<file path="src/sdel_pkg.sv">
`timescale 1ns / 1ps

package sdel_pkg;

   localparam int unsigned CHAR_W      = 8;
   localparam int unsigned PLEN_W      = 4;
   localparam int unsigned PAT_W       = 64;
   localparam int unsigned KW          = 3;   // index of a pattern character
   localparam int unsigned MAX_PATTERN = 8;
   localparam int unsigned CSR_DW      = 64;
   localparam int unsigned CSR_AW      = 4;

   // register index, taken from paddr[3]
   localparam logic REG_PATTERN_LEN   = 1'b0;
   localparam logic REG_PATTERN_BYTES = 1'b1;

   typedef enum logic [2:0] {
      ST_LOAD,
      ST_TEST,
      ST_CMP,
      ST_COPY_RD,
      ST_COPY_WR,
      ST_EMIT_RD,
      ST_EMIT_OUT,
      ST_EMPTY
   } st_type;

   typedef struct packed {
      logic              valid;
      logic [CHAR_W-1:0] out_char;
      logic              out_last;
      logic              found;
      logic              empty_res;
      logic              overflow;
   } rsp_type;

   // pattern lengths above the supported maximum saturate
   function automatic logic [PLEN_W-1:0] sat_plen(input logic [PLEN_W-1:0] len);
      logic [PLEN_W-1:0] lim;
      lim = PLEN_W'(MAX_PATTERN);
      sat_plen = (len > lim) ? lim : len;
   endfunction

endpackage

</file>
<file path="src/substring_delete_all.sv">
`timescale 1ns / 1ps

// Channel   Ports                                   Handshake
// --------  --------------------------------------  -------------------------------
// request   req_text_char, req_text_last            start & !busy takes a beat
// result    rsp_out_char, rsp_out_last, rsp_found,  rsp_valid, one cycle per beat
//           rsp_empty_res, rsp_overflow
// config    psel, penable, pwrite, paddr, pwdata,   APB, write at access phase,
//           prdata, pready                          pready tied high
//
// Sequence: a non-final character is taken and busy stays low. The final beat
// starts the edit pass on the buffer (one read port, one write port): at each
// scan position, up to plen compare steps (read, then compare one byte), then
// each kept character is copied (read, then write); a tail character where the
// pattern no longer fits gets a test, then the copy. Then each result beat is
// emitted (read, then output), with a single beat for an empty result.
// Reset: synchronous, active high; no clearing pass, only buffer data below
// the loaded count. The receiver cannot stall; busy holds off new requests
// until the final result beat has been issued.

module substring_delete_all
   import sdel_pkg::*;
#(
   parameter int unsigned MAX_TEXT = 64   // buffer depth, 8..64
) (
   input  logic              clock,
   input  logic              reset,
   // request
   input  logic              start,
   output logic              busy,
   input  logic [CHAR_W-1:0] req_text_char,
   input  logic              req_text_last,
   // result
   output logic              rsp_valid,
   output logic [CHAR_W-1:0] rsp_out_char,
   output logic              rsp_out_last,
   output logic              rsp_found,
   output logic              rsp_empty_res,
   output logic              rsp_overflow,
   // config
   input  logic              psel,
   input  logic              penable,
   input  logic              pwrite,
   input  logic [CSR_AW-1:0] paddr,
   input  logic [CSR_DW-1:0] pwdata,
   output logic [CSR_DW-1:0] prdata,
   output logic              pready
);

   localparam int unsigned AW = $clog2(MAX_TEXT);
   localparam int unsigned CW = $clog2(MAX_TEXT + 1);

   // config registers
   logic [PLEN_W-1:0] plen_ff,    plen_in;
   logic [PAT_W-1:0]  pattern_ff, pattern_in;
   logic              csr_wr;

   // buffer port
   logic              mem_we;
   logic [AW-1:0]     mem_waddr;
   logic [CHAR_W-1:0] mem_wdata;
   logic [AW-1:0]     mem_raddr;
   logic [CHAR_W-1:0] mem_rdata;
   rsp_type           rsp;

   assign pready = 1'b1;
   assign csr_wr = psel && penable && pwrite && pready;

   // bits [2:0] are byte lanes within a 64-bit register; paddr[3] picks it
   always_comb begin
      plen_in    = plen_ff;
      pattern_in = pattern_ff;
      if (csr_wr) begin
         case (paddr[3])
            REG_PATTERN_LEN:   plen_in    = pwdata[PLEN_W-1:0];
            REG_PATTERN_BYTES: pattern_in = pwdata;
            default: begin
               plen_in = plen_ff;
            end
         endcase
      end
   end

   always_comb begin
      case (paddr[3])
         REG_PATTERN_LEN:   prdata = CSR_DW'(plen_ff);
         REG_PATTERN_BYTES: prdata = pattern_ff;
         default:           prdata = '0;
      endcase
   end

   always_ff @(posedge clock) begin
      if (reset) begin
         plen_ff    <= PLEN_W'(1);
         pattern_ff <= '0;
      end else begin
         plen_ff    <= plen_in;
         pattern_ff <= pattern_in;
      end
   end

   sdel_mem #(
      .DEPTH (MAX_TEXT),
      .AW    (AW)
   ) u_mem (
      .clock (clock),
      .we    (mem_we),
      .waddr (mem_waddr),
      .wdata (mem_wdata),
      .raddr (mem_raddr),
      .rdata (mem_rdata)
   );

   // sequencer: load, scan with one byte comparator, compact in place, emit
   sdel_ctrl #(
      .MAX_TEXT (MAX_TEXT),
      .AW       (AW),
      .CW       (CW)
   ) u_ctrl (
      .clock     (clock),
      .reset     (reset),
      .start     (start),
      .text_char (req_text_char),
      .text_last (req_text_last),
      .plen      (sat_plen(plen_ff)),
      .pattern   (pattern_ff),
      .busy      (busy),
      .mem_we    (mem_we),
      .mem_waddr (mem_waddr),
      .mem_wdata (mem_wdata),
      .mem_raddr (mem_raddr),
      .mem_rdata (mem_rdata),
      .rsp       (rsp)
   );

   // result beat straight from the sequencer's output register
   assign rsp_valid     = rsp.valid;
   assign rsp_out_char  = rsp.out_char;
   assign rsp_out_last  = rsp.out_last;
   assign rsp_found     = rsp.found;
   assign rsp_empty_res = rsp.empty_res;
   assign rsp_overflow  = rsp.overflow;

endmodule

</file>
<file path="src/sdel_mem.sv">
`timescale 1ns / 1ps

module sdel_mem
   import sdel_pkg::*;
#(
   parameter int unsigned DEPTH = 64,
   parameter int unsigned AW    = 6
) (
   input  logic              clock,
   input  logic              we,
   input  logic [AW-1:0]     waddr,
   input  logic [CHAR_W-1:0] wdata,
   input  logic [AW-1:0]     raddr,
   output logic [CHAR_W-1:0] rdata
);

   logic [CHAR_W-1:0] mem_ff [DEPTH];
   logic [CHAR_W-1:0] rdata_ff;

   always_ff @(posedge clock) begin
      if (we) begin
         mem_ff[waddr] <= wdata;
      end
      rdata_ff <= mem_ff[raddr];
   end

   assign rdata = rdata_ff;

endmodule

</file>
<file path="src/sdel_ctrl.sv">
`timescale 1ns / 1ps

module sdel_ctrl
   import sdel_pkg::*;
#(
   parameter int unsigned MAX_TEXT = 64,
   parameter int unsigned AW       = 6,
   parameter int unsigned CW       = 7
) (
   input  logic              clock,
   input  logic              reset,
   input  logic              start,
   input  logic [CHAR_W-1:0] text_char,
   input  logic              text_last,
   input  logic [PLEN_W-1:0] plen,
   input  logic [PAT_W-1:0]  pattern,
   output logic              busy,
   output logic              mem_we,
   output logic [AW-1:0]     mem_waddr,
   output logic [CHAR_W-1:0] mem_wdata,
   output logic [AW-1:0]     mem_raddr,
   input  logic [CHAR_W-1:0] mem_rdata,
   output rsp_type           rsp
);

   st_type          state_ff, state_in;
   logic [CW-1:0]   count_ff, count_in;   // characters loaded
   logic            drop_ff,  drop_in;
   logic            found_ff, found_in;
   logic [CW-1:0]   rd_ff,    rd_in;      // read position / emit index
   logic [CW-1:0]   wr_ff,    wr_in;      // compacted length
   logic [KW-1:0]   k_ff,     k_in;
   rsp_type         rsp_ff,   rsp_in;

   logic            fit;
   logic [CW-1:0]   rd_skip;
   logic [CW-1:0]   rd_k;
   logic [CHAR_W-1:0] pat_char;

   assign fit      = (plen != '0) &&
                     (({1'b0, rd_ff} + (CW+1)'(plen)) <= {1'b0, count_ff});
   assign rd_skip  = rd_ff + CW'(plen);
   assign rd_k     = rd_ff + CW'(k_ff);
   assign pat_char = pattern[{k_ff, 3'b000} +: CHAR_W];
   assign busy     = (state_ff != ST_LOAD);

   always_ff @(posedge clock) begin
      if (reset) begin
         state_ff <= ST_LOAD;
         count_ff <= '0;
         drop_ff  <= 1'b0;
         found_ff <= 1'b0;
         rd_ff    <= '0;
         wr_ff    <= '0;
         k_ff     <= '0;
         rsp_ff   <= '0;
      end else begin
         state_ff <= state_in;
         count_ff <= count_in;
         drop_ff  <= drop_in;
         found_ff <= found_in;
         rd_ff    <= rd_in;
         wr_ff    <= wr_in;
         k_ff     <= k_in;
         rsp_ff   <= rsp_in;
      end
   end

   always_comb begin
      state_in  = state_ff;
      count_in  = count_ff;
      drop_in   = drop_ff;
      found_in  = found_ff;
      rd_in     = rd_ff;
      wr_in     = wr_ff;
      k_in      = k_ff;
      rsp_in    = '0;
      rsp_in.found    = found_ff;
      rsp_in.overflow = drop_ff;
      mem_we    = 1'b0;
      mem_waddr = wr_ff[AW-1:0];
      mem_wdata = mem_rdata;
      mem_raddr = rd_ff[AW-1:0];

      case (state_ff)
         ST_LOAD: begin
            mem_waddr = count_ff[AW-1:0];
            mem_wdata = text_char;
            if (start) begin
               if (count_ff < CW'(MAX_TEXT)) begin
                  mem_we   = 1'b1;
                  count_in = count_ff + 1'b1;
               end else begin
                  drop_in = 1'b1;
               end
               if (text_last) begin
                  state_in = ST_TEST;
                  rd_in    = '0;
                  wr_in    = '0;
                  k_in     = '0;
                  found_in = 1'b0;
               end
            end
         end
         ST_TEST: begin
            mem_raddr = rd_k[AW-1:0];
            if (fit) begin
               state_in = ST_CMP;
            end else if (rd_ff < count_ff) begin
               state_in = ST_COPY_RD;
            end else begin
               rd_in    = '0;
               state_in = (wr_ff == '0) ? ST_EMPTY : ST_EMIT_RD;
            end
         end
         ST_CMP: begin
            if (mem_rdata != pat_char) begin
               k_in     = '0;
               state_in = ST_COPY_RD;
            end else if (({1'b0, k_ff} + 1'b1) == plen) begin
               // full match: drop it, the next char is kept untested
               found_in = 1'b1;
               k_in     = '0;
               rd_in    = rd_skip;
               state_in = (rd_skip < count_ff) ? ST_COPY_RD : ST_TEST;
            end else begin
               k_in     = k_ff + 1'b1;
               state_in = ST_TEST;
            end
         end
         ST_COPY_RD: begin
            state_in = ST_COPY_WR;
         end
         ST_COPY_WR: begin
            mem_we   = 1'b1;
            wr_in    = wr_ff + 1'b1;
            rd_in    = rd_ff + 1'b1;
            state_in = ST_TEST;
         end
         ST_EMIT_RD: begin
            state_in = ST_EMIT_OUT;
         end
         ST_EMIT_OUT: begin
            rsp_in.valid    = 1'b1;
            rsp_in.out_char = mem_rdata;
            rsp_in.out_last = ((rd_ff + 1'b1) == wr_ff);
            rd_in           = rd_ff + 1'b1;
            if ((rd_ff + 1'b1) == wr_ff) begin
               count_in = '0;
               drop_in  = 1'b0;
               state_in = ST_LOAD;
            end else begin
               state_in = ST_EMIT_RD;
            end
         end
         ST_EMPTY: begin
            rsp_in.valid     = 1'b1;
            rsp_in.out_last  = 1'b1;
            rsp_in.empty_res = 1'b1;
            count_in = '0;
            drop_in  = 1'b0;
            state_in = ST_LOAD;
         end
         default: begin
            state_in = ST_LOAD;
         end
      endcase
   end

   assign rsp = rsp_ff;

`ifndef NO_ASSERTIONS
   a_wr_behind_rd: assert property (@(posedge clock) disable iff (reset)
      ((state_ff == ST_TEST) || (state_ff == ST_CMP) ||
       (state_ff == ST_COPY_RD) || (state_ff == ST_COPY_WR)) |-> (wr_ff <= rd_ff))
      else $error("compaction write pointer passed read pointer");

   a_rd_in_text: assert property (@(posedge clock) disable iff (reset)
      (state_ff == ST_TEST || state_ff == ST_CMP) |-> (rd_ff <= count_ff))
      else $error("scan position beyond loaded text");

   a_count_max: assert property (@(posedge clock) disable iff (reset)
      count_ff <= CW'(MAX_TEXT))
      else $error("text count above buffer size");

   a_empty_last: assert property (@(posedge clock) disable iff (reset)
      (rsp_ff.valid && rsp_ff.empty_res) |-> rsp_ff.out_last)
      else $error("empty result without last mark");

   a_run_clears: assert property (@(posedge clock) disable iff (reset)
      (rsp_ff.valid && rsp_ff.out_last) |-> (count_ff == '0 && !drop_ff))
      else $error("run state not cleared after final beat");
`endif

endmodule
</file>
<file path="config.mk">
export PLATFORM = sky130hd
export DESIGN_NAME = substring_delete_all
export DESIGN_NICKNAME = d
export VERILOG_FILES = /design/src/sdel_pkg.sv /design/src/substring_delete_all.sv /design/src/sdel_mem.sv /design/src/sdel_ctrl.sv
export SDC_FILE = /design/constraint.sdc
export NUM_CORES = 1
export LEC_CHECK = 0
export BUFFER_PORTS_ARGS = -buffer_cell sky130_fd_sc_hd__buf_4
export CAP_MARGIN = 0
export CORE_AREA = 4 4 271 207
export DETAILED_ROUTE_END_ITERATION = 16
export DIE_AREA = 0 0 275 211
export PLACE_DENSITY = 0.67
export SLEW_MARGIN = 20
export SYNTH_ARGS = -nofsm -noshare
export SYNTH_HDL_FRONTEND = slang
export SYNTH_SLANG_ARGS = --single-unit
</file>
<file path="constraint.sdc">
create_clock -name clock -period 9.4 [get_ports clock]
set_clock_uncertainty 0.2 [all_clocks]
set_input_delay 0.47 -clock clock [delete_from_list [all_inputs] [get_ports clock]]
set_output_delay 0.47 -clock clock [all_outputs]
set_load 0.02 [all_outputs]
</file>
==> impl_metrics.py, run 1 <==
metrics = {
    "finish": {
        "register_area_um2": 17740,
        "nets": 2078,
        "multi_input_area_um2": 8272,
        "area_growth_pct": 16.61,
        "antenna_cells": 0,
        "drive_gt1_frac": 0.2167,
        "fillers": 4135,
        "stdcell_area_um2": 30880,
    },
    "flow_run": {
        "drv_cap": 0,
    },
    "detailed_routing": {
        "drc": 0,
        "first_iter_violations": 1747,
        "num_vias": 16112,
        "drtAntennaViolNets": 0,
        "drt_pass1_iterations": 5,
        "wl_per_cell_um": 24.23,
        "vias_per_cell": 5.882,
        "wirelength_um": 66370,
    },
    "placement": {
        "hpwlAfterDp_um": 42240,
        "placed_cell_area_um2": 28330,
        "gp_congestion": 0.9101,
        "port_buffers": 157,
    },
    "clock_network": {
        "clk_latency_ns": 0.63,
        "root_buffer": "clkbuf_16",
        "cts_buffers": 58,
        "cts_max_path_buffers": 3,
        "cts_resized": 0,
        "clkTransAtPathRegs_ns": 0.07,
        "tritoncts": "yes",
        "cts.sinks": 630,
        "h-tree-depth": 2,
    },
    "global_routing": {
        "antenna_found_initial": 0,
        "grt_pass1_vias": 15870,
        "overflow": 0,
        "grt_pass1_wl_um": 99880,
        "grtUsageTotal": 0.2300,
        "grt_max_degree": 129,
    },
    "die": {
        "rows": 74,
        "die_area_um2": 58030,
        "die_w_um": 275,
        "core-area_um2": 53700,
        "pin_count": 162,
        "start_util": 0.4932,
        "dieHeight_um": 211,
    },
    "pwr": {
        "cellPowerDensity_nw_per_um2": 245.5,
        "leakage_uw": 0.01049,
        "peakVddDrop_mv": 0.3566,
    },
    "timing": {
        "min_period_ns": 4.631,
        "setup_viol": 0,
        "drv_slew": 0,
        "timing.final.crit_share": 0.4926,
        "max-slew-margin-rel": 0.2403,
        "worstMarginPinSlew_ns": 1.138,
        "hold_violations": 0,
        "max_freq_ghz": 0.2160,
        "setup_tns_ns": 0,
        "rsz0062_at_grt": "no",
    },
    "setup_path": {
        "cp-startpoint": "plen_ff[3]",
        "arrival_ns": 4.94,
        "start_kind": "flop",
        "worstPathRequired_ns": 9.71,
        "endpoint_kind": "flop",
        "r2r_start": "plen_ff[3]",
        "critical_path.max_fanout": 12,
        "r2r_slack_ns": 4.77,
        "path_class": "flop to flop",
        "reg2reg_depth": 17,
        "reg2reg_to": "u_ctrl.rd_ff[0]",
    },
    "worst_hold_path": {
        "holdPathEnd": "u_ctrl.state_ff[0]",
        "hold-path-cell-count": 4,
        "hold_class": "input port to flop",
        "worstHoldStart": "req_text_last",
    },
    "synthesis": {
        "synth_cell_type_count": 63,
        "async_reset_ff_frac": 0,
        "syn-instance-count": 1763,
        "ys_ff_latch": 630,
        "yosysSeqAreaShare": 0.6697,
        "ys_warn_count": 0,
        "syn_area_um2": 26490,
        "syn-num-nets": 1873,
        "syn_avg_cell_area_um2": 15.02,
        "synth_edf_count": 512,
        "synth_ff_type": "edfxtp_1",
    },
    "outcome": {
        "status": "completed",
    },
}
[flip-flops by register name, summed over array words and instances (netlist names), 4 cells and up]
name             cells
u_ctrl.rsp          13
pattern_ff          64
u_mem.rdata          8
u_mem.mem_ff       512
u_ctrl.count_ff      7
u_ctrl.rd_ff         7
u_ctrl.wr_ff         7
plen_ff              4
[metrics by stage]
stage | hold slack [ns] | power, µW | setup slack (ns) | utilization | instances
6_report | 0.2045 | 7582 | 4.769 | 0.5751 | 2739
5_1_grt | 0.2457 | 7881 | 4.418 | 0.5751 | 2739
4_1_cts | 0.1482 | 7636 | 4.816 | 0.5748 | 2739
3_5_place_dp | 0.2341 | 5290 | 4.833 | 0.5275 | 2565
3_3_place_gp | 0.2232 | 5232 | 4.869 | 0.5275 | 2565
2_1_floorplan | 0.2160 | 4682 | 5.602 | - | 1763
[power by group]
part           total (µW)  switching, µW  leakage, µW  internal (µW)
Sequential           3620           79.7      0.00557           3540
Combinational        1620           1090      0.00401            523
Clock                2340           1030     0.000900           1310
Total                7580           2210       0.0105           5370
[Yosys cell counts (16+ instances only)]
cell type  instances  area (µm²)
ha_1              25       312.8
dfxtp_1          118        2362
nand2_1          248       930.9
a21oi_1          110       550.5
edfxtp_1         512       15370
and2_1            69       431.7
nor2_1           137       514.2
nor3_1            17       85.08
clkbuf_1          56       210.2
buf_4             16       120.1
inv_1             27       101.4
mux4_2           151        3401
xnor2_1           23       201.4
mux2i_1           33       330.3
nand3_1           36       180.2
o21ai_0           19       95.09
[per-layer routing]
layer / vias to the layer above / global-route usage / part of all wire
met5: - / 0 / 0
met4: 0 / 0.06742 / 0.028
met3: 131 / 0.06030 / 0.093
met2: 701 / 0.3393 / 0.45
met1: 8189 / 0.3421 / 0.43
li1: 7091 / - / -
[kinds of logic after synthesis]
family          after synthesis  share of synthesized area
compound gates              201                    0.04464
xor+xnor                     34                    0.01228
fa+ha+maj                    27                    0.01332
buf+inv                     121                    0.02149
flops                       630                     0.6697
mux                         189                     0.1430
other cells                   1                  0.0001416
simple gates                560                    0.09543
[worst max-delay path by stage]
| stage | endpoint | slack, ns | cells after the start |
|---|---|---|---|
| after global placement | u_mem.rdata[2] | 4.87 | 8 |
| after floorplan | u_ctrl.rd_ff[0] | 5.60 | 19 |
| after global routing | u_ctrl.rd_ff[6] | 4.42 | 17 |
| final | u_ctrl.rd_ff[0] | 4.77 | 17 |
| after detailed placement | u_mem.rdata[5] | 4.83 | 8 |
| after CTS | u_mem.rdata[5] | 4.82 | 8 |
[layout make-up]
type / count / area share
clock buffer: 80 / 0.05198
clock inverter: 29 / 0.009196
inverter: 27 / 0.003281
multi-input combinational: 1012 / 0.2678
sequential: 630 / 0.5743
tap: 722 / 0.02925
timing repair buffer: 239 / 0.06417
[critical path: stages (launching register included)]
cell and delay [ns]:
dfxtp_1 0.52, nor2b_1 0.12, ha_1 0.23, inv_1 0.09, fa_1 0.21, inv_1 0.06, a21o_1 0.15, a21oi_1 0.38
nor2_1 0.12, xor2_1 0.17, ha_1 0.30, nand3_1 0.08, or3_1 0.35, a21oi_1 0.21, a21oi_1 0.10, o22ai_1 0.83
o21ai_0 0.23, o311a_1 0.17
[what timing repair did]
| action | CTS | global route |
|---|---|---|
| hold buffers | 65 | 0 |
| buffers inserted | 0 | 0 |
| hold endpoints to repair | 69 | 0 |
[placed cells by master (no fill, tap or decap), types with 33 or more instances in the layout]
master           n
a21oi_1        108
and2_1          69
buf_4          172
clkbuf_16       59
dfxtp_1        118
dlygate4sd3_1   65
edfxtp_1       512
mux2i_1         33
mux4_2         151
nand2_1        240
nand3_1         36
nor2_1         137
(Power assumes the default switching activity.)
==> run 2, diff against run 1 <==
==> constraint.sdc (replaced) <==
create_clock -name clock -period 4.3 [get_ports clock]
set_clock_uncertainty 0.2 [all_clocks]
set_input_delay 0.215 -clock clock [delete_from_list [all_inputs] [get_ports clock]]
set_output_delay 0.215 -clock clock [all_outputs]
set_load 0.02 [all_outputs]
==> run 2 against run 1 <==
Flip-flop and latch count did not move. Design area rose by 2.3%. Setup slack got worse by 4.4 ns. Sequential share of layout area fell by 1.3 points. First-iteration DRC count fell by 3.0%. Power rose by 120%. Largest cell class unchanged. Core utilization rose by 1.3 points. Sequential power rose by 120%. Die area did not move. Final cell count rose by 3.1%. Wire length rose by 2.4%. Maximum frequency rose by 18%.
==> impl_metrics.py, run 2 (synthesis results as in run 1) <==
metrics = {
    "outcome": {
        "status": "completed",
    },
    "pwr": {
        "p_comb_frac": 0.225,
        "leakage_uw": 0.01096,
        "cellPowerDensity_nw_per_um2": 528.1,
        "power_frac_seq": 0.473,
        "internal_power_uw": 11870,
        "p_sw_frac": 0.2887,
        "p_switching_uw": 4818,
        "power_frac_clock": 0.301,
        "peakVddDrop_mv": 0.4687,
    },
    "placement": {
        "hpwlAfterDp_um": 44490,
        "dp.cells": 2644,
        "gp_congestion": 0.8958,
        "placed_cell_area_um2": 29000,
        "port_buffers": 157,
    },
    "clock_network": {
        "clk_latency_ns": 0.60,
        "h-tree-depth": 2,
        "cts_buffers": 56,
        "post-cts-setup-buffers": 0,
        "cts_max_path_buffers": 3,
        "clkTransAtPathRegs_ns": 0.07,
        "root_buffer": "clkbuf_16",
        "tritoncts": "yes",
        "cts.sinks": 630,
    },
    "finish": {
        "final_cell_mix": "edfxtp_1, buf_4, nand2_1",
        "stdcell_area_um2": 31600,
        "final_common_cell": "edfxtp_1",
        "drive_gt1_frac": 0.2427,
        "regMostFlops": "u_mem.mem_ff",
        "fin_cells": 2824,
        "nets": 2166,
        "largest_reg_flops": 512,
        "area_growth_pct": 19.31,
    },
    "setup_path": {
        "r2r_start": "plen_ff[0]",
        "reg2reg_to": "u_ctrl.rd_ff[2]",
        "r2r_slack_ns": 0.36,
        "path_cells": "nor2b_1, ha_1, inv_1, fa_1, inv_1, a21o_1, a21oi_1, nor2_1, xor2_1, ha_1, nand3_1, o21ai_1, a21oi_1, a21oi_2, o22ai_1, buf_4, o311ai_1, o41ai_1",
        "reg2reg_depth": 18,
        "cp_slowest_cell": "a21oi_1",
        "worstPathRequired_ns": 4.56,
        "endpoint_kind": "flop",
        "max_stage_delay_ns": 0.39,
        "arrival_ns": 4.19,
        "path_buf_inv": 3,
        "path_class": "flop to flop",
        "critical_path.max_fanout": 12,
        "start_kind": "flop",
        "critPathTopFamily": "compound AO/OA/AOI/OAI gates",
    },
    "timing": {
        "drv_slew": 0,
        "worstMarginPinSlew_ns": 1.072,
        "setup_tns_ns": 0,
        "min_period_ns": 3.935,
        "max_freq_ghz": 0.2541,
        "rsz0062_at_grt": "no",
        "setup_viol": 0,
        "max-slew-margin-rel": 0.2818,
        "timing.final.crit_share": 0.9152,
        "hold_violations": 0,
    },
    "detailed_routing": {
        "wirelength_um": 68000,
        "num_vias": 16474,
        "drc": 0,
        "vias_per_cell": 5.834,
        "wl_per_cell_um": 24.08,
        "first_iter_violations": 1694,
        "drt_pass1_iterations": 5,
        "drtAntennaViolNets": 0,
    },
    "die": {
        "pin_count": 162,
        "rows": 74,
        "die_area_um2": 58030,
        "core-area_um2": 53700,
        "dieHeight_um": 211,
        "die_w_um": 275,
        "start_util": 0.4932,
    },
    "global_routing": {
        "overflow": 0,
        "grt_max_degree": 71,
        "antenna_found_initial": 3,
        "grtUsageTotal": 0.2345,
        "grt_pass1_vias": 16302,
        "grt_pass1_wl_um": 102100,
    },
    "flow_run": {
        "drv_cap": 0,
    },
    "worst_hold_path": {
        "worstHoldStart": "psel",
        "holdPathEnd": "plen_ff[3]",
        "hold-path-cell-count": 4,
        "hold_class": "input port to flop",
    },
}
[run 2: cell type report]
cell class / instances / area [µm²]
flip-flops and latches: 630 / 17740
fillers: 4089 / 22100
clock inverters: 31 / 314.1
inverters: 27 / 101.3
well taps: 722 / 903.4
multi-input cells: 1012 / 8258
clock buffers: 72 / 1524
repair buffers: 329 / 2760
diodes: 1 / 2.502
[run 2: tightest hold or removal path: cells and delay by family]
| kind | cells | cell delay [ns] |
|---|---|---|
| simple gates | 2 | 0.35 |
| buf+inv | 1 | 0.12 |
| mux | 1 | 0.12 |
[run 2: power by group through the flow]
| stage | clock [µW] | sequential [µW] | combinational [µW] |
|---|---|---|---|
| 6_report | 5030 | 7900 | 3760 |
| 5_1_grt | 5360 | 7910 | 4050 |
| 4_1_cts | 5120 | 7900 | 3770 |
| 3_5_place_dp | 0 | 8030 | 3700 |
| 3_3_place_gp | 0 | 8020 | 3590 |
| 2_1_floorplan | 0 | 7980 | 2250 |
[run 2: per-stage QoR]
step,util,total power (µW),hold slack [ns],setup WS (ns)
2_1_floorplan,-,10240,0.1176,0.5023
4_1_cts,0.5883,16780,0.0008324,0.1959
5_1_grt,0.5884,17310,0.07156,0.04336
3_3_place_gp,0.5399,11610,0.2307,0.4160
6_report,0.5884,16690,0.04988,0.3647
3_5_place_dp,0.5399,11730,0.2385,0.2152
[run 2: layer usage]
layer,wire (µm),vias to the layer above,GRT usage
met5,0,-,0
met1,29200,8351,0.3605
met2,31000,743,0.3541
li1,-,7261,-
met3,6134,119,0.04099
met4,1660,0,0.05683
[run 2: how the worst max path moves through the flow]
stage                     from         endpoint  slack (ns)  cells after the start
CTS                 plen_ff[0]  u_ctrl.rd_ff[2]        0.20                     18
global placement    plen_ff[0]  u_ctrl.rd_ff[1]        0.42                     18
detailed placement  plen_ff[0]  u_ctrl.rd_ff[2]        0.22                     18
global route        plen_ff[0]  u_ctrl.rd_ff[1]        0.04                     18
floorplan           plen_ff[3]  u_ctrl.rd_ff[0]        0.50                     19
finish              plen_ff[0]  u_ctrl.rd_ff[2]        0.36                     18
[run 2: timing repair]
item | CTS | global route
hold buffers | 76 | 0
gates resized for setup | 0 | 2
endpoints found under the setup margin | 0 | 6
hold endpoints to repair | 107 | 0
